<file path="src/rtl/pms_pkg.sv">
// ----------------------------------------------------------------------------
// pms_pkg
// Shared constants, types and codes of the Pell solution engine.
// ----------------------------------------------------------------------------
package pms_pkg;

  localparam int unsigned D_BITS     = 32;
  localparam int unsigned VALUE_BITS = 64;

  // Continued fraction terms m, q, a stay below 2*sqrt(d); this is roomy.
  localparam int unsigned CF_W = D_BITS + 2;

  localparam int unsigned ISQ_STEPS = (D_BITS + 1) / 2;
  localparam int unsigned ISQ_CNT_W = $clog2(ISQ_STEPS + 1);

  // Wide multiplier: 128-bit by 64-bit operands, 32-bit limbs, 128-bit result.
  localparam int unsigned PROD_W     = 128;
  localparam int unsigned OPB_W      = 64;
  localparam int unsigned LIMB_W     = 32;
  localparam int unsigned MUL_PAIRS  = 8;
  localparam int unsigned PAIR_CNT_W = 3;

  localparam int unsigned DIV_CNT_W = $clog2(CF_W + 1);

  localparam logic [PROD_W:0] VALUE_MAX_W =
      {{(PROD_W + 1 - VALUE_BITS){1'b0}}, {VALUE_BITS{1'b1}}};

  typedef enum logic [1:0] {
    ST_FOUND    = 2'd0,
    ST_SQUARE   = 2'd1,
    ST_OVERFLOW = 2'd2
  } status_e;

  typedef struct packed {
    logic [D_BITS-1:0] d;
    logic [CF_W-1:0]   a0;
    logic              square;
  } job_t;

  typedef struct packed {
    logic              go;
    logic [PROD_W-1:0] a;
    logic [OPB_W-1:0]  b;
  } mul_req_t;

  typedef struct packed {
    logic              done;
    logic [PROD_W-1:0] prod;
  } mul_rsp_t;

  typedef struct packed {
    logic            go;
    logic [CF_W-1:0] num;
    logic [CF_W-1:0] den;
  } div_req_t;

  typedef struct packed {
    logic            done;
    logic [CF_W-1:0] quo;
  } div_rsp_t;

endpackage

</file>
<file path="src/rtl/pms_in_if.sv">
// ----------------------------------------------------------------------------
// pms_in_if
// Input channel carrying the coefficient d.
// ----------------------------------------------------------------------------
interface pms_in_if;
  logic        valid;
  logic        ready;
  logic [31:0] d_value;

  modport source (output valid, output d_value, input ready);
  modport sink (input valid, input d_value, output ready);
endinterface

</file>
<file path="src/rtl/pms_front.sv">
// ----------------------------------------------------------------------------
// pms_front
// Accepts d, finds floor(sqrt(d)) two bits a cycle and flags perfect squares.
// ----------------------------------------------------------------------------
module pms_front (
  input  logic             clk_i,
  input  logic             rst_ni,
  pms_in_if.sink           in_i,
  output logic             push_o,
  output pms_pkg::job_t    job_o,
  input  logic             full_i
);

  typedef enum logic [1:0] {
    F_IDLE,
    F_RUN,
    F_PUSH
  } fstate_e;

  localparam logic [pms_pkg::D_BITS-1:0] ISQ_TOP =
      pms_pkg::D_BITS'(1) << (2 * (pms_pkg::ISQ_STEPS - 1));

  fstate_e                          state_q;
  logic [pms_pkg::D_BITS-1:0]       d_q;
  logic [pms_pkg::D_BITS-1:0]       v_q;
  logic [pms_pkg::D_BITS-1:0]       res_q;
  logic [pms_pkg::D_BITS-1:0]       bit_q;
  logic [pms_pkg::ISQ_CNT_W-1:0]    cnt_q;
  logic [pms_pkg::D_BITS:0]         trial;

  assign in_i.ready = (state_q == F_IDLE);
  assign trial      = {1'b0, res_q} + {1'b0, bit_q};
  assign push_o     = (state_q == F_PUSH) && !full_i;

  assign job_o.d      = d_q;
  assign job_o.a0     = pms_pkg::CF_W'(res_q);
  assign job_o.square = (v_q == '0);

  always_ff @(posedge clk_i or negedge rst_ni) begin
    if (!rst_ni) begin
      state_q <= F_IDLE;
      cnt_q   <= '0;
    end else begin
      unique case (state_q)
        F_IDLE: begin
          if (in_i.valid) begin
            d_q     <= in_i.d_value[pms_pkg::D_BITS-1:0];
            v_q     <= in_i.d_value[pms_pkg::D_BITS-1:0];
            res_q   <= '0;
            bit_q   <= ISQ_TOP;
            cnt_q   <= '0;
            state_q <= F_RUN;
          end
        end
        F_RUN: begin
          if ({1'b0, v_q} >= trial) begin
            v_q   <= v_q - trial[pms_pkg::D_BITS-1:0];
            res_q <= (res_q >> 1) + bit_q;
          end else begin
            res_q <= res_q >> 1;
          end
          bit_q <= bit_q >> 2;
          cnt_q <= cnt_q + 1'b1;
          if (cnt_q == pms_pkg::ISQ_CNT_W'(pms_pkg::ISQ_STEPS - 1)) begin
            state_q <= F_PUSH;
          end
        end
        F_PUSH: begin
          if (!full_i) begin
            state_q <= F_IDLE;
          end
        end
        default: state_q <= F_IDLE;
      endcase
    end
  end

endmodule

</file>
<file path="src/flat_wrapper.sv">
// flat-port wrapper written by rule: the top's interface ports become plain ports
module pms_front_flat 
  (clk_i, rst_ni, push_o, job_o, full_i, in_i_valid, in_i_d_value, in_i_ready);
  pms_in_if in_i_i ();
  input  logic clk_i;
  input  logic rst_ni;
  output logic push_o;
  output pms_pkg::job_t job_o;
  input  logic full_i;
  input wire logic [$bits(in_i_i.valid)-1:0] in_i_valid;
  input wire logic [$bits(in_i_i.d_value)-1:0] in_i_d_value;
  output wire logic [$bits(in_i_i.ready)-1:0] in_i_ready;
  assign in_i_i.valid = in_i_valid;
  assign in_i_i.d_value = in_i_d_value;
  assign in_i_ready = in_i_i.ready;
  pms_front u_core (.clk_i(clk_i), .rst_ni(rst_ni), .in_i(in_i_i), .push_o(push_o), .job_o(job_o), .full_i(full_i));
endmodule
</file>
<file path="config.mk">
export PLATFORM = sky130hd
export DESIGN_NAME = pms_front_flat
export DESIGN_NICKNAME = d
export VERILOG_FILES = /design/src/rtl/pms_pkg.sv /design/src/rtl/pms_in_if.sv /design/src/rtl/pms_front.sv /design/src/flat_wrapper.sv
export SDC_FILE = /design/constraint.sdc
export NUM_CORES = 1
export LEC_CHECK = 0
export ABC_AREA = 1
export BUFFER_PORTS_ARGS = -buffer_cell sky130_fd_sc_hd__buf_2
export CORE_MARGIN = 2
export CORE_UTILIZATION = 30
export DETAILED_ROUTE_END_ITERATION = 10
export GPL_TIMING_DRIVEN = 0
export PLACE_DENSITY_LB_ADDON = 0.08
export SYNTH_ARGS = -nofsm -noshare
export SYNTH_HDL_FRONTEND = slang
export SYNTH_SLANG_ARGS = --single-unit
</file>
<file path="constraint.sdc">
create_clock -name clk_i -period 7.5 [get_ports clk_i]
set_input_delay 0.375 -clock clk_i [delete_from_list [all_inputs] [get_ports clk_i]]
set_output_delay 0.375 -clock clk_i [all_outputs]
set_load 0.005 [all_outputs]
</file>
Yosys cells after proc, flatten, opt, wreduce, memory -nomap -nowiden --
Cells that the tools add are included.
Cells by class: reduce and logical (&&, ||, !) cells 10, mux-type cells 14, add/subtract/negate cells 4, magnitude comparators 1, equal/unequal tests 7
Operators with widths (count):
- one-hot mux 32 bit (2 select lines) | 3
- two-way mux 32 bit | 5
- adder 32 x 32 -> 33 bit | 1
- greater-or-equal comparator 32 x 33 -> 1 bit | 1
- adder 31 x 32 -> 32 bit | 1
- zero test 32 bit | 1
- subtractor 32 bit | 1
- one-hot mux 5 bit (2 select lines) | 1
- AND reduction 3 bit | 3
- two-way mux 2 bit | 3
- one-hot mux 2 bit (3 select lines) | 1
- adder 5 x 1 -> 5 bit (second input constant) | 1
- == test 5 x 4 -> 1 bit (second input constant) | 1
- two-way mux 5 bit | 1
- != test 2 x 1 -> 1 bit (second input constant) | 2
- != test 2 bit (second input constant) | 2
- AND reduction 4 bit | 1
- == test 2 x 1 -> 1 bit (second input constant) | 1
- == test 2 bit (second input constant) | 1
- zero test 2 bit | 1
- AND reduction 2 bit | 1
- nonzero test 2 bit | 1
- logical AND 1 bit | 1
- zero test 1 bit | 1
Storage, ports and cells: bits in registers 135, output and inout port bits 69, input bits 36, logic and storage cells 42

Longest topological paths before layout --
word-level depth 4, depth in mapped cells 26

Worst setup path before layout --
No wires, ideal clock.
kind reg2reg, start reg u_core.state_q[1], end reg u_core.v_q[0] (netlist bit) (enable), data arrival time 4963 ps, slack 2108 ps, cell stages (with the launch flop) 7, data required time 7070 ps, buffers on the path 0, setup time 430 ps, path through dfrtp_1 > nor2_1 > inv_1 > nand2_1 > inv_1 > nor2_1 > a21boi_1
On the way: longest elaborated chain between the ends 3, elaborated cells between the ends (all ways) 6, classes of those cells eq/ne (3); reduce/logical (3)
RTL lines:
- start, declared | RTL line pms_front.sv:23 | fstate_e state_q;
- start signal, assigned | RTL line pms_front.sv:41 | state_q <= F_IDLE;
- start signal, assigned | RTL line pms_front.sv:52 | state_q <= F_RUN;
- start signal, assigned | RTL line pms_front.sv:65 | state_q <= F_PUSH;
- == test 2 x 1 -> 1 bit / zero test 2 bit (equally long branches) | RTL line pms_front.sv:44 | unique case (state_q)
- != test 2 x 1 -> 1 bit (no line) (tied with other cells)
- AND reduction 4 bit (no line) *
- end signal, assigned | RTL line pms_front.sv:48 | v_q <= in_i.d_value[pms_pkg::D_BITS-1:0];
- end signal, assigned | RTL line pms_front.sv:57 | v_q <= v_q - trial[pms_pkg::D_BITS-1:0];
- end, declared | RTL line pms_front.sv:25 | logic [pms_pkg::D_BITS-1:0] v_q;
Mark *: on every way between the ends. The rest lies on a longest branch, timed or not. A chain may end at the register's enable or synchronous reset.

Worst setup path in the final report --
start reg u_core.res_q[8] (netlist bit), end reg u_core.v_q[23] (netlist bit) (enable)
On the way: longest elaborated chain between the ends 4
RTL lines:
- start, declared | RTL line pms_front.sv:26 | logic [pms_pkg::D_BITS-1:0] res_q;
- start signal, assigned | RTL line pms_front.sv:58 | res_q <= (res_q >> 1) + bit_q;
- start signal, assigned | RTL line pms_front.sv:60 | res_q <= res_q >> 1;
- adder 32 x 32 -> 33 bit | RTL line pms_front.sv:32 | assign trial = {1'b0, res_q} + {1'b0, bit_q};
- greater-or-equal comparator 32 x 33 -> 1 bit | RTL line pms_front.sv:56 | if ({1'b0, v_q} >= trial) begin
- != test 2 x 1 -> 1 bit (no line)
- AND reduction 4 bit (no line)
No other way between the ends.

==> summary.md <==
| Metric | Value |
|---|---|
| Outcome | `finished clean` |
| Synth Warn # | `0` |
| Worst-Margin Slew | `0.866 ns` |
| Min-Delay Endpoint | `u_core.d_q[16]` |
| Final critical-path share of the clock period | `66.8%` |
| Largest net degree at the start of global routing | `32` |
| Die width | `184 microns` |
| Crit path DAT | `5.14 ns` |
| Reg2reg setup slack | `2.49 ns` |
| Adder-Cell Fraction of Synth Area | `8.92%` |
| Total CTS buffers | `17` |
| Fin worst setup slack | `2.49 ns` |
| Largest family of logic cells by synthesized area | `simple AND/OR/NAND/NOR gates` |
| XOR/XNOR share of the synthesized area | `6.28%` |
| Post-synthesis mux area share | `0%` |
| Router iterations before antenna repair | `5` |
| CTS tree | `done` |
| Setup total negative slack | `0 ns` |
| Worst hold path depth | `1` |
| GR Overflow Total | `0` |
| Synth top area cells | `edfxtp_1 34%, nand2_1 13%, ha_1 8.7%, inv_1 5.5%, nand3_1 5.1%` |
| Syn_area_per_cell | `7.56 sq um` |
| Drt initial violations | `538` |
| Final net count | `1522` |
| Sequential-to-total area share from yosys stat | `36.2%` |
| Critical path type | `reg -> reg` |
| Hold path start | `in_i_d_value[16]` |
| Dpl hpwl | `26500 microns` |
| Place WS | `2.46 ns` |
| Initial core utilization | `30.2%` |
| RR Startpoint | `u_core.res_q[8]` |
| Hold Path Class | `in -> reg` |
| Final Hold Fails | `0` |
| Post-synth EDFFs | `112` |
| Total wire length | `32500 microns` |
| WHS | `0.119 ns` |
| Antenna-violating nets left | `0` |
| Initial antenna violation count | `0` |
| Worst-path clk slew | `0.07 ns` |
| Max Clock Freq | `200 MHz` |
| Vias | `9058` |
| Die height | `184 microns` |
| Die area | `0.0340 sq mm` |
| Most frequent cells in the layout | `342 x nand2_1, 144 x inv_1, 118 x nor2_1` |
| Vias per cell | `4.84` |
| Share of layout cells above drive strength 1 | `12.7%` |
| Clock Sinks | `119` |
| RSZ-0062 raised after global routing | `no` |
| Synth-to-Final Area Change | `18.0%` |
| Synth Area in Compound Gates | `12.6%` |
| Clock Skews | `0.0162 ns` |
| Gpl congestion | `0.911` |
| # IOs | `105` |
| Async S/R FF share, synth | `5.88%` |
| First-pass GRT wire length | `49500 microns` |
| Root Buffer Master | `clkbuf_16` |
| Final Slew Violations | `0` |
| CP Launch Type | `flip-flop` |
| Gr usage total | `19.5%` |
| Post-synth top flop | `edfxtp_1` |
| Port bufs | `102` |
| Worst reg-to-reg path cell count | `21` |
| Core Area | `0.0323 sq mm` |
| Area of the mapped netlist | `0.00976 sq mm` |
| Site Rows | `66` |
| Antenna diode count | `0` |
| Commonest non-fill, non-tap cell in the layout | `nand2_1` |
| Vias in the first global route | `8924` |
| Post-synth cell types | `49` |
| Register bit total from synthesis | `119` |
| DR DRC count | `0` |
| Worst EP required | `7.63 ns` |
| Max-slew headroom | `42.3%` |
| Crit end category | `flip-flop` |
| CTS Buffer Depth | `2` |
| Max-Cap Viols | `0` |
| Reg-to-Reg End | `u_core.v_q[23]` |
| Max Fanout on Critical Path | `27` |
| WL per Instance | `17.4 microns` |
| Fin crit period | `5.01 ns` |
| Synth top area share | `34.5%` |
| Depth of the CTS H-tree | `4` |
| Number of gates resized after CTS | `0` |
| Clk_lat worst skew | `0.44 ns` |
| Biggest area consumer among synthesized cells | `edfxtp_1` |
| Final setup viols | `0` |
| Mapped Cells | `1291` |
| Simple-gate portion of the synthesized area | `28.9%` |
| Core Util, Final | `35.7%` |
## kinds of logic (layout without fill, tap and decap cells)
group,count (synthesis),count (layout)
other,1,2
and+or+nand+nor,642,642
buffers and inverters,171,309
xor gates and xnor gates,70,70
AOI/OAI and AO/OA,219,219
DFF,119,119
adders and majority gates,69,69
## worst max-delay path, cell delays in order (launching register included)
cell,delay [ns]
edfxtp_1,0.53
ha_1,0.45
nand2_1,0.14
o21ai_0,0.22
nand2_1,0.10
o21ai_0,0.27
a21oi_1,0.13
o21ai_0,0.26
xnor2_1,0.14
ha_1,0.38
nand2_1,0.12
nor2_1,0.29
nand2_1,0.09
nor2_1,0.11
nand3_1,0.11
nand3b_1,0.18
nand3_2,0.10
nand2_4,0.21
nor2_8,0.08
buf_6,0.16
a21boi_4,0.32
buf_12,0.24
## layer usage
metal / routed length [microns] / vias up / GRT usage [%]
met5: 0 / - / 0
met4: 705 / 0 / 6.37
met3: 1060 / 34 / 2.61
met2: 15700 / 182 / 33.9
met1: 15100 / 4223 / 24.8
li1: - / 4619 / -
## sequential cells by signal, indices dropped and copies added (netlist names)
signal,flops
u_core.bit_q,16
u_core.cnt_q,5
u_core.d_q,32
u_core.res_q,32
u_core.state_q,2
u_core.v_q,32
## worst max path at each step
stage	start	endpoint	slack [ns]	cells past startpoint
after floorplan	u_core.state_q[1]	u_core.v_q[0]	2.11	6
after global placement	u_core.state_q[1]	u_core.v_q[31]	-0.71	6
after detailed placement	u_core.res_q[8]	u_core.v_q[31]	2.46	21
after CTS	u_core.res_q[8]	u_core.v_q[23]	2.45	21
after global routing	u_core.res_q[8]	u_core.v_q[24]	2.01	21
final	u_core.res_q[8]	u_core.v_q[23]	2.49	21
## cell type report
type	instances	area, sq um
timing repair buffer	106	581
tap	442	553
sequential	119	3540
clock inverter	9	125
multi-input combinational	1002	5570
inverter	145	544
buffer	26	143
fill	3504	20800
clock buffer	23	468
## synthesized netlist by cell type, types with 3 or more instances
| master | number |
|---|---|
| inv_1 | 144 |
| o21a_1 | 4 |
| dfrtp_1 | 7 |
| a211oi_1 | 4 |
| nand3b_1 | 10 |
| or2_2 | 4 |
| o211ai_1 | 3 |
| buf_4 | 6 |
| nor4_1 | 8 |
| ha_1 | 68 |
| xor2_1 | 30 |
| nand4_1 | 19 |
| edfxtp_1 | 112 |
| nor2_2 | 4 |
| nand2_1 | 342 |
| o21ai_1 | 19 |
| nor2_1 | 120 |
| o21bai_1 | 12 |
| nor2_8 | 3 |
| clkbuf_1 | 12 |
| a21oi_1 | 72 |
| buf_2 | 6 |
| xnor2_1 | 40 |
| nand3_1 | 99 |
| o21ai_0 | 79 |
| a21boi_0 | 3 |
| nor3_1 | 15 |
| nand2_2 | 5 |
| a31oi_1 | 6 |
| a21o_1 | 5 |
| nand3_2 | 4 |
## what timing repair did
item,in CTS,in global routing
endpoints found under the hold margin,7,0
hold buffers,1,0
buffers inserted,0,0
## per-stage QoR
| stage | std cells | cell area, sq um |
|---|---|---|
| 2_1_floorplan | 1292 | 9770 |
| 3_3_place_gp | 1836 | 10800 |
| 3_5_place_dp | 1839 | 10900 |
| 4_1_cts | 1872 | 11500 |
| 5_1_grt | 1872 | 11500 |
| 6_report | 1872 | 11500 |
Power is not shown: default switching activity piles up to over one toggle a cycle in this logic, so the estimate is an artifact.
