===== config.mk =====
export PLATFORM = sky130hd
export DESIGN_NAME = pms_fifo
export DESIGN_NICKNAME = d
export VERILOG_FILES = /design/src/rtl/pms_pkg.sv /design/src/rtl/pms_fifo.sv
export SDC_FILE = /design/constraint.sdc
export NUM_CORES = 1
export LEC_CHECK = 0
export ABC_AREA = 0
export BUFFER_PORTS_ARGS = -buffer_cell sky130_fd_sc_hd__buf_2
export CAP_MARGIN = 20
export CORE_MARGIN = 10
export CORE_UTILIZATION = 47
export CTS_CLUSTER_SIZE = 20
export DETAILED_ROUTE_END_ITERATION = 7
export PLACE_DENSITY_LB_ADDON = 0.12
export SLEW_MARGIN = 15
export SYNTH_ARGS = -nofsm -noshare
export SYNTH_HDL_FRONTEND = slang
export SYNTH_SLANG_ARGS = --single-unit

===== constraint.sdc =====
create_clock -name clk_i -period 3.7 [get_ports clk_i]
set_input_delay 0.74 -clock clk_i [delete_from_list [all_inputs] [get_ports clk_i]]
set_output_delay 0.74 -clock clk_i [all_outputs]
set_load 0.02 [all_outputs]

===== src/rtl/pms_pkg.sv =====
// ----------------------------------------------------------------------------
// pms_pkg
// Shared constants, types and codes of the Pell solution engine.
// ----------------------------------------------------------------------------
package pms_pkg;

  localparam int unsigned D_BITS     = 32;
  localparam int unsigned VALUE_BITS = 64;

  // Continued fraction terms m, q, a stay below 2*sqrt(d); this is roomy.
  localparam int unsigned CF_W = D_BITS + 2;

  localparam int unsigned ISQ_STEPS = (D_BITS + 1) / 2;
  localparam int unsigned ISQ_CNT_W = $clog2(ISQ_STEPS + 1);

  // Wide multiplier: 128-bit by 64-bit operands, 32-bit limbs, 128-bit result.
  localparam int unsigned PROD_W     = 128;
  localparam int unsigned OPB_W      = 64;
  localparam int unsigned LIMB_W     = 32;
  localparam int unsigned MUL_PAIRS  = 8;
  localparam int unsigned PAIR_CNT_W = 3;

  localparam int unsigned DIV_CNT_W = $clog2(CF_W + 1);

  localparam logic [PROD_W:0] VALUE_MAX_W =
      {{(PROD_W + 1 - VALUE_BITS){1'b0}}, {VALUE_BITS{1'b1}}};

  typedef enum logic [1:0] {
    ST_FOUND    = 2'd0,
    ST_SQUARE   = 2'd1,
    ST_OVERFLOW = 2'd2
  } status_e;

  typedef struct packed {
    logic [D_BITS-1:0] d;
    logic [CF_W-1:0]   a0;
    logic              square;
  } job_t;

  typedef struct packed {
    logic              go;
    logic [PROD_W-1:0] a;
    logic [OPB_W-1:0]  b;
  } mul_req_t;

  typedef struct packed {
    logic              done;
    logic [PROD_W-1:0] prod;
  } mul_rsp_t;

  typedef struct packed {
    logic            go;
    logic [CF_W-1:0] num;
    logic [CF_W-1:0] den;
  } div_req_t;

  typedef struct packed {
    logic            done;
    logic [CF_W-1:0] quo;
  } div_rsp_t;

endpackage


===== src/rtl/pms_fifo.sv =====
// ----------------------------------------------------------------------------
// pms_fifo
// Two-entry queue of classified jobs between the front and the back.
// ----------------------------------------------------------------------------
module pms_fifo (
  input  logic          clk_i,
  input  logic          rst_ni,
  input  logic          push_i,
  input  pms_pkg::job_t job_i,
  output logic          full_o,
  input  logic          pop_i,
  output logic          valid_o,
  output pms_pkg::job_t job_o
);

  pms_pkg::job_t mem_q [2];
  logic          wr_q;
  logic          rd_q;
  logic [1:0]    count_q;

  assign full_o  = (count_q == 2'd2);
  assign valid_o = (count_q != 2'd0);
  assign job_o   = mem_q[rd_q];

  always_ff @(posedge clk_i) begin
    if (push_i) begin
      mem_q[wr_q] <= job_i;
    end
  end

  always_ff @(posedge clk_i or negedge rst_ni) begin
    if (!rst_ni) begin
      wr_q    <= 1'b0;
      rd_q    <= 1'b0;
      count_q <= 2'd0;
    end else begin
      if (push_i) begin
        wr_q <= ~wr_q;
      end
      if (pop_i) begin
        rd_q <= ~rd_q;
      end
      count_q <= count_q + {1'b0, push_i} - {1'b0, pop_i};
    end
  end

endmodule


### Yosys cells after proc, flatten, opt, wreduce, memory -nomap -nowiden

Memories as Yosys holds them, arrays and structs flattened.
Index checks and enable logic that the tools add are counted.

| cells by class | value |
|---|---|
| reduce and logical (&&, ||, !) cells | 1 |
| mux-type cells | 2 |
| equality and inequality tests | 1 |
| add/sub/neg operators | 2 |
| bitwise logic cells | 2 |

Operator list:

| operator | count |
|---|---|
| $add A2 B1 Y2 | 1 |
| $eq A2 B2 Y1 const B | 1 |
| $mux W1 | 2 |
| $not A1 Y1 | 2 |
| $reduce_bool A2 Y1 | 1 |
| $sub A2 B1 Y2 | 1 |

| word-level totals | value |
|---|---|
| bits in registers | 4 |
| memories | 1 |
| logic and storage cells | 12 |
| output and inout bits | 69 |
| memory bits (writable) | 134 |
| input port bits | 71 |

Memories:

| name | words | bits a word | rd ports | clocked after Yosys merged registers in | wr ports | line | RTL |
|---|---|---|---|---|---|---|---|
| mem_q | 2 | 67 | 1 | 0 | 1 | pms_fifo.sv:16 | `pms_pkg::job_t mem_q [2];` |

### Longest topological paths before layout

Gate-level depths: netlist (run 1).

| depth | value |
|---|---|
| depth in word-level cells | 2 |
| mapped depth | 5 |
| depth with buffers taken out | 5 |

### Worst setup path before layout (run 1)

Ideal clock, no wire load.

| timing | value |
|---|---|
| path type | input to register |
| start | in push_i |
| end | mem mem_q[0][0] (netlist name) (enable) |
| slack | -0.483 ns |
| arrival | 3.683 ns |
| path buffers | 0 |
| data required time | 3.200 ns |
| library setup time | 0.500 ns |
| cell stages on the path | 1 |
| path through | nor2b_1 |

| between the ends | value |
|---|---|
| cells in the longest elaborated chain, start to end | 2 |

Ends and longest elaborated chain:

| element | line | RTL |
|---|---|---|
| start, declared | pms_fifo.sv:8 | `input logic push_i,` |
| $mux W1 | pms_fifo.sv:26 | `if (push_i) begin` |
| $mux W1 (implied by the code) | pms_fifo.sv:27 | `mem_q[wr_q] <= job_i;` |
| end, declared | pms_fifo.sv:16 |  |

No other way between the ends.

==> flow_summary.toml, run 1 <==
[setup_path]
cp.arrival_ps = 2180
reg2reg_depth = 1
critPathKind = "reg2out"
setup.worst_path.end_class = "output port"
critical_path.max_fanout = 40
rr_endpoint = "mem_q[1][29]$_DFFE_PP_"
cp_data_required_time_ps = 2960
path_cells = "buf_12 -> mux2_2 -> buf_2"
cp-start-kind = "flop"
reg2reg_slack_ps = 2050
cpPeakStageDelay_ps = 820
r2r_start = "wr_q$_DFFE_PN0P_"
crit_start = "rd_q$_DFFE_PN0P_"
slowest_stage = "dfrtp_4"

[routing]
drc = 0
drt_iter0_drc = 105
drt-pass1-iter-count = 4
wire_per_inst_um = 17.9
routed_wl_um = 9530
vias = 2538
via_per_inst = 4.77
detail-route-antenna-nets = 0

[sta]
slew_viol_final = 0
holdWs_ps = 416
setup_viol = 0
post-route-min-period_ps = 2920
slew_headroom_pct = 36.3
worst_pin_slew_ps = 956
rsz0062_at_grt = "no"
hold_viol_final = 0
fin_worst_skew_ps = 9.09
final.setup.tns_ps = 0
timing.final.crit_share_pct = 78.8
max_freq_mhz = 343

[yosys]
synthTopCellsByArea = "edfxtp_1, mux2_2, mux2_4"
netlist.area_leader.share_pct = 78.5
ys_warn_count = 0
synthesis.area_mm2 = 0.00512
ys_ff_latch = 138
synthCells = 224
synth_nets = 297
ys_seq_area_share_pct = 80.5
syn_area_per_cell_um2 = 22.9
synth_area_leader_cell = "edfxtp_1"
synth_cell_type_count = 14

[hold_path]
hp-class = "in2reg"
min_from = "job_i[34]"
worstHoldEndpoint = "mem_q[0][34]$_DFFE_PP_"
whs_path_depth = 1

[placement]
port_buffers = 139
dpl_cell_area_mm2 = 0.00599
gp_congestion = 0.679
place.detailed.hpwl_um = 6470

[clock_tree]
post-cts-setup-buffers = 0
cts_tree = "yes"
cts.sinks = 138
cts_max_path_buffers = 2
root_buffer = "clkbuf_8"
clk_pin_slew_ps = 60
numCtsBuffers = 17
cts.htree.levels = 4
clock_latency_ps = 510

[floorplan]
ioPinCount = 140
die_h_um = 124
die_x_um = 124
start_util_pct = 47.7
dieArea_mm2 = 0.0155
rows = 38
core_mm2 = 0.0107

[pwr]
power_leakage_nw = 2.55
peakVddDrop_mv = 0.398
finalPower_w = 0.00528
powerDensity_mw_per_mm2 = 811

[cells_and_area]
layout_commonest_cell = "buf_2"
stdcell_area_mm2 = 0.00651
mostFrequentLayoutCells = "buf_2, edfxtp_1, mux2_2"
syn2layout_area_growth_pct = 27.1
fin_nets = 452
final_layout_size_suffix_gt1_share_pct = 60.9

[global_route]
grt_max_degree = 68
overflow = 0
grt_pass1_wl_um = 14700
grt_pass1_vias = 2786
grt_usage_pct = 12.4
antenna_found_initial = 0

[job]
drv_cap = 0

[status]
status = "completed"
[cell usage after synthesis, drive strengths merged]
master  number
edfxtp     134
mux2        67
buf          8
dfrtp        4
ha           2
inv          2
nor2b        2
xor2         2
and2         1
or2          1
xor3         1
[sequential cells by signal, summed over array words and instances, names as in the netlist]
register	cells
mem_q	134
wr_q	1
rd_q	1
count_q	2
[worst max-delay path by stage]
stage / slack (ps) / cells past startpoint / end
5_1_grt: 680 / 3 / job_o[4]
6_report: 780 / 3 / job_o[10]
2_1_floorplan: 770 / 1 / mem_q[0][0]$_DFFE_PP_
3_3_place_gp: 1280 / 3 / job_o[8]
4_1_cts: 720 / 3 / job_o[8]
3_5_place_dp: 1270 / 3 / job_o[8]
[area by class of cell]
type	count	area [um^2]
Clock inverter	11	81.3
Fill cell	833	4230
Timing Repair Buffer	144	761
Multi-Input combinational cell	76	931
Clock buffer	20	425
Sequential cell	138	4130
Antenna cell	1	2.50
Inverter	2	7.51
Tap cell	140	175
[cell families (layout without fill, tap and decap cells)]
kind of cell	count (synthesis)	count (layout)	synth area share, %
fa+ha+maj	2	2	0.488
simple gates	4	4	0.488
mux	67	67	16.2
flops	138	138	80.5
other cells	0	1	0
xor+xnor	3	3	0.806
buf+inv	10	177	1.56
[worst max-delay path: cells and delay by family (launching register included)]
| family | cells | cell delay [ps] |
|---|---|---|
| muxes | 1 | 360 |
| DFF | 1 | 820 |
| buffers and inverters | 2 | 460 |
[per-stage QoR]
step	instances	utilization (%)	worst slack (ps)
3_5_place_dp	499	55.8	1270
6_report	532	60.6	784
2_1_floorplan	224	-	771
3_3_place_gp	499	55.8	1280
5_1_grt	531	60.6	678
4_1_cts	530	60.5	725
[where the power goes]
group | total (W) | switching (W) | leakage (nW) | internal [W]
clock network | 0.00143 | 0.000563 | 0.248 | 0.000871
registers | 0.00225 | 0.000170 | 1.30 | 0.00208
logic | 0.00160 | 0.000893 | 0.994 | 0.000705
total | 0.00528 | 0.00163 | 2.55 | 0.00366
[routing by layer]
| metal | global-route usage, % | vias to the layer above | share of wire, % |
|---|---|---|---|
| met3 | 7.49 | 8 | 10 |
| met2 | 19.2 | 100 | 47 |
| met1 | 13.7 | 1225 | 41 |
| met5 | 0 | - | 0 |
| met4 | 4.52 | 0 | 0.93 |
| li1 | - | 1205 | - |
[repair_timing]
item / 4_1_cts / 5_1_grt
resized for setup: 0 / 0
hold buffers: 0 / 1
endpoints found under the setup margin: 0 / 0
hold endpoints to repair: 0 / 2
No activity file was read; power rests on OpenSTA's default activity.
==> run 2: changes to the inputs <==
==> constraint.sdc (replaced) <==
create_clock -name clk_i -period 2.58 [get_ports clk_i]
set_input_delay 0.516 -clock clk_i [delete_from_list [all_inputs] [get_ports clk_i]]
set_output_delay 0.516 -clock clk_i [all_outputs]
set_load 0.02 [all_outputs]
==> run 2 against run 1 <==
Effect of this change:
- hold slack lost 230 ps
- worst setup slack lost 580 ps
- flip-flop and latch count is the same
- combinational power grew 53%
- sequential share of layout area shrank 1.2 points
- sequential power grew 40%
- non-clock buffer count grew 6
- largest power group unchanged
==> flow_summary.toml, run 2 (synthesized netlist as in run 1, its figures left out) <==
[cells_and_area]
seq_area_mm2 = 0.00413
fin_nets = 458
largest_register_ffs = 134
top_regs = "mem_q (134), count_q (2)"
mostFrequentLayoutCells = "buf_2, edfxtp_1, mux2_2"
syn2layout_area_growth_pct = 29.4
multi_input_area_um2 = 931
filler_cell_count = 834
final_layout_size_suffix_gt1_share_pct = 61.3
antenna_cells = 0
regMostFlops = "mem_q"
layout_commonest_cell = "buf_2"

[status]
status = "completed"

[clock_tree]
cts_tree = "yes"
cts_max_path_buffers = 2
numCtsBuffers = 17
clk_pin_slew_ps = 60
ctsResizeCount = 0
cts.sinks = 138
clock_latency_ps = 510
root_buffer = "clkbuf_8"
cts.htree.levels = 4

[floorplan]
start_util_pct = 47.7
rows = 38
dieArea_mm2 = 0.0155
core_mm2 = 0.0107
die_h_um = 124
die_x_um = 124
ioPinCount = 140

[placement]
place_ws_ps = 576
place.detailed.hpwl_um = 6880
gp_congestion = 0.718
port_buffers = 139

[routing]
drt-pass1-iter-count = 4
drc = 0
via_per_inst = 4.75
detail-route-antenna-nets = 0
routed_wl_um = 9790
wire_per_inst_um = 18.2
drt_iter0_drc = 76
vias = 2554

[sta]
worst_pin_slew_ps = 416
hold_viol_final = 0
final.setup.tns_ps = 0
fin_worst_skew_ps = 2.66
post-route-min-period_ps = 2380
slew_headroom_pct = 72.3
setup_viol = 0
max_freq_mhz = 421
worst_slack_ps = 202
timing.final.crit_share_pct = 92.2
rsz0062_at_grt = "no"
slew_viol_final = 0

[hold_path]
hp-class = "in2reg"
whs_path_depth = 1
worstHoldEndpoint = "mem_q[1][48]$_DFFE_PP_"
min_from = "job_i[48]"

[job]
drv_cap = 0

[setup_path]
critical_path.max_fanout = 14
cp_data_required_time_ps = 2060
reg2reg_slack_ps = 1090
r2r_start = "wr_q$_DFFE_PN0P_"
cp-start-kind = "flop"
cp.arrival_ps = 1860
rr_endpoint = "mem_q[1][35]$_DFFE_PP_"
setup.worst_path.end_class = "output port"
critPathKind = "reg2out"
reg2reg_depth = 2

[global_route]
antenna_found_initial = 1
grt_max_degree = 47
grt_usage_pct = 12.5
grt_pass1_vias = 2822
overflow = 0
grt_pass1_wl_um = 14900

[pwr]
swShare_pct = 29.6
power_leakage_nw = 2.61
clkPwrFrac_pct = 29.7
p_switching_w = 0.00236
p_int_w = 0.00560
p_comb_share_pct = 30.8
peakVddDrop_mv = 0.630
seqPwrFrac_pct = 39.4
powerDensity_mw_per_mm2 = 1200
==> run 2: routing by layer <==
layer / vias up / global-route usage [%] / wire length [um]
li1: 1210 / - / -
met4: 2 / 4.93 / 140
met1: 1225 / 13.8 / 4130
met2: 101 / 19.7 / 4680
met3: 16 / 6.77 / 829
met5: - / 0 / 11
==> run 2: per-stage QoR <==
stage	power [W]	instances	util (%)	hold slack (ps)	area (um^2)
final	0.00796	538	61.7	190	6630
after global routing	0.00833	538	61.7	162	6630
after CTS	0.00806	537	61.6	165	6620
after detailed placement	0.00567	504	56.1	331	6030
after global placement	0.00564	504	56.1	328	6030
after floorplan	0.00491	224	-	220	5130
==> run 2: repair_timing <==
item	4_1_cts	5_1_grt
setup endpoints to repair	0	16
endpoints found under the hold margin	4	0
buffers inserted	0	1
hold buffers	1	0
==> run 2: worst max-delay path, cell delays in order, from the launching register on <==
cell and delay [ps]:
dfrtp_4 560, buf_4 260, mux2_2 360, buf_2 160
==> run 2: final cells by class <==
class	instances	share of cell area (%)
Multi-Input combinational cell	76	14.0
Sequential cell	138	62.2
Timing Repair Buffer	150	12.2
Clock inverter	10	2.24
Clock buffer	22	6.53
Tap cell	140	2.64
Inverter	2	0.113
==> run 2: power groups by stage <==
stage,clock (W),sequential (W),combinational [W]
global route,0.00253,0.00317,0.00262
global placement,0,0.00321,0.00243
detailed placement,0,0.00322,0.00245
floorplan,0,0.00312,0.00179
CTS,0.00242,0.00318,0.00246
finish,0.00237,0.00314,0.00245
==> run 2: worst max-delay path by stage <==
stage                          start                    end  cells past startpoint
floorplan                     push_i  mem_q[1][0]$_DFFE_PP_                      1
global placement    rd_q$_DFFE_PN0P_               job_o[7]                      3
detailed placement  rd_q$_DFFE_PN0P_               job_o[6]                      3
CTS                 rd_q$_DFFE_PN0P_               job_o[6]                      3
global route        rd_q$_DFFE_PN0P_               job_o[6]                      3
finish              rd_q$_DFFE_PN0P_               job_o[3]                      3
==> run 3: changes to the inputs <==
--- a/config.mk
+++ b/config.mk
@@ -12,7 +12,7 @@
 export CORE_UTILIZATION = 47
 export CTS_CLUSTER_SIZE = 20
 export DETAILED_ROUTE_END_ITERATION = 7
-export PLACE_DENSITY_LB_ADDON = 0.12
+export PLACE_DENSITY = 0.78
 export SLEW_MARGIN = 15
 export SYNTH_ARGS = -nofsm -noshare
 export SYNTH_HDL_FRONTEND = slang
==> run 3 against run 2 <==
Effect of this change:
- via count is 1.4% higher
- highest routed layer is now met4
- critical path type unchanged
- clock power hardly changed
- combinational power hardly changed
- first-iteration DRC count is 43% higher
==> flow_summary.toml, run 3 (synthesized netlist as in run 1, its figures left out) <==
[setup_path]
path_delay_family = "flip-flops"
cp.arrival_ps = 1960
path_buf_inv = 2
cp-start-kind = "flop"
path_cells = "buf_4 -> mux2_2 -> buf_2"
slowest_stage = "dfrtp_4"
cpPeakStageDelay_ps = 620
critical_path.max_fanout = 16
critPathKind = "reg2out"
setup.worst_path.end_class = "output port"
cp_data_required_time_ps = 2060

[floorplan]
rows = 38
dieArea_mm2 = 0.0155
die_h_um = 124
start_util_pct = 47.7
core_mm2 = 0.0107
die_x_um = 124
ioPinCount = 140

[global_route]
grt_pass1_vias = 2958
grt_max_degree = 39
grt_usage_pct = 13.0
grt_pass1_wl_um = 15500
overflow = 0
antenna_found_initial = 0

[routing]
wire_per_inst_um = 18.5
routed_wl_um = 9900
drt_iter0_drc = 109
drc = 0
drt-pass1-iter-count = 4
vias = 2590
via_per_inst = 4.85
detail-route-antenna-nets = 0

[sta]
rsz0062_at_grt = "no"
setup_viol = 0
final.setup.tns_ps = 0
fin_worst_skew_ps = 6.05
worst_pin_slew_ps = 523
post-route-min-period_ps = 2480
hold_viol_final = 0
slew_viol_final = 0
holdWs_ps = 193
slew_headroom_pct = 65.1
max_freq_mhz = 404
timing.final.crit_share_pct = 96.0

[clock_tree]
cts_tree = "yes"
cts.sinks = 138
clk_pin_slew_ps = 60
clock_latency_ps = 510
cts_max_path_buffers = 2
numCtsBuffers = 17
cts.htree.levels = 4
root_buffer = "clkbuf_8"
ctsResizeCount = 0

[hold_path]
hp-class = "in2reg"

[placement]
place.detailed.hpwl_um = 6980
port_buffers = 139
gp_congestion = 0.734

[cells_and_area]
filler_cell_count = 831
layout_commonest_cell = "buf_2"
fin_nets = 454
largest_register_ffs = 134
top_regs = "mem_q (134), count_q (2)"
antenna_cells = 0
syn2layout_area_growth_pct = 29.4
final_layout_size_suffix_gt1_share_pct = 60.7
mostFrequentLayoutCells = "buf_2, edfxtp_1, mux2_2"
regMostFlops = "mem_q"

[pwr]
peakVddDrop_mv = 0.603
power_leakage_nw = 2.60
powerDensity_mw_per_mm2 = 1200

[status]
status = "completed"

[job]
drv_cap = 0
-- run 3: cell count changes in the layout (fill, tap and decap cells not counted) --
| cell | before | now |
|---|---|---|
| clkbuf_1 | 5 | 4 |
| buf_6 | 1 | 0 |
| clkinv_2 | 2 | 1 |
| buf_16 | 0 | 1 |
| clkinv_1 | 3 | 5 |
| buf_12 | 2 | 3 |
| buf_4 | 7 | 2 |
-- run 3: routing by layer --
metal	wire, um	part of all wire [%]	vias to the layer above	global-route usage [%]
met4	242	2.4	0	6.44
met2	5070	51	102	21.6
li1	-	-	1201	-
met3	742	7.5	19	5.83
met5	0	0	-	0
met1	3850	39	1268	13.7
-- run 3: final cells by class --
cell class	instances	area, um^2	share of cell area [%]
clock buffer	21	429	6.47
clock inverter	11	151	2.28
inverter	2	7.51	0.113
multi-input combinational	76	931	14.0
sequential	138	4130	62.3
tap	140	175	2.64
timing repair buffer	146	808	12.2
-- run 3: report_power, final --
group / switching [W] / leakage (nW) / internal (W) / total, W
clock network: 0.000806 / 0.278 / 0.00155 / 0.00235
registers: 0.000180 / 1.30 / 0.00298 / 0.00316
logic: 0.00137 / 1.02 / 0.00107 / 0.00245
total: 0.00236 / 2.60 / 0.00561 / 0.00797
-- run 3: worst paths after layout --
kind / startpoint / endpoint / slack, ps / cells after the start
setup / recovery: rd_q$_DFFE_PN0P_ / job_o[22] / 100 / 3
hold / removal: job_i[24] / mem_q[1][24]$_DFFE_PP_ / 190 / 1
setup reg to reg: wr_q$_DFFE_PN0P_ / mem_q[0][36]$_DFFE_PP_ / 980 / 2
hold reg to reg: wr_q$_DFFE_PN0P_ / wr_q$_DFFE_PN0P_ / 550 / 1
max in group asynchronous: rst_ni / rd_q$_DFFE_PN0P_ / 2110 / 2
min in group asynchronous: rst_ni / count_q[1]$_DFF_PN0_ / 340 / 2
-- run 3: per-stage QoR --
stage / setup WS, ps / power [W] / cells / utilization, % / area [um^2]
global route: 21.9 / 0.00835 / 534 / 61.7 / 6630
global placement: 491 / 0.00559 / 500 / 56.0 / 6010
finish: 102 / 0.00797 / 534 / 61.7 / 6630
floorplan: 62.7 / 0.00491 / 224 / - / 5130
detailed placement: 454 / 0.00565 / 500 / 56.0 / 6010
CTS: 64.0 / 0.00809 / 534 / 61.7 / 6630
-- run 3: repair_timing --
action | in CTS | in global routing
setup endpoints to repair | 37 | 0
hold buffers | 1 | 0
endpoints found under the hold margin | 4 | 0
buffers inserted | 1 | 0
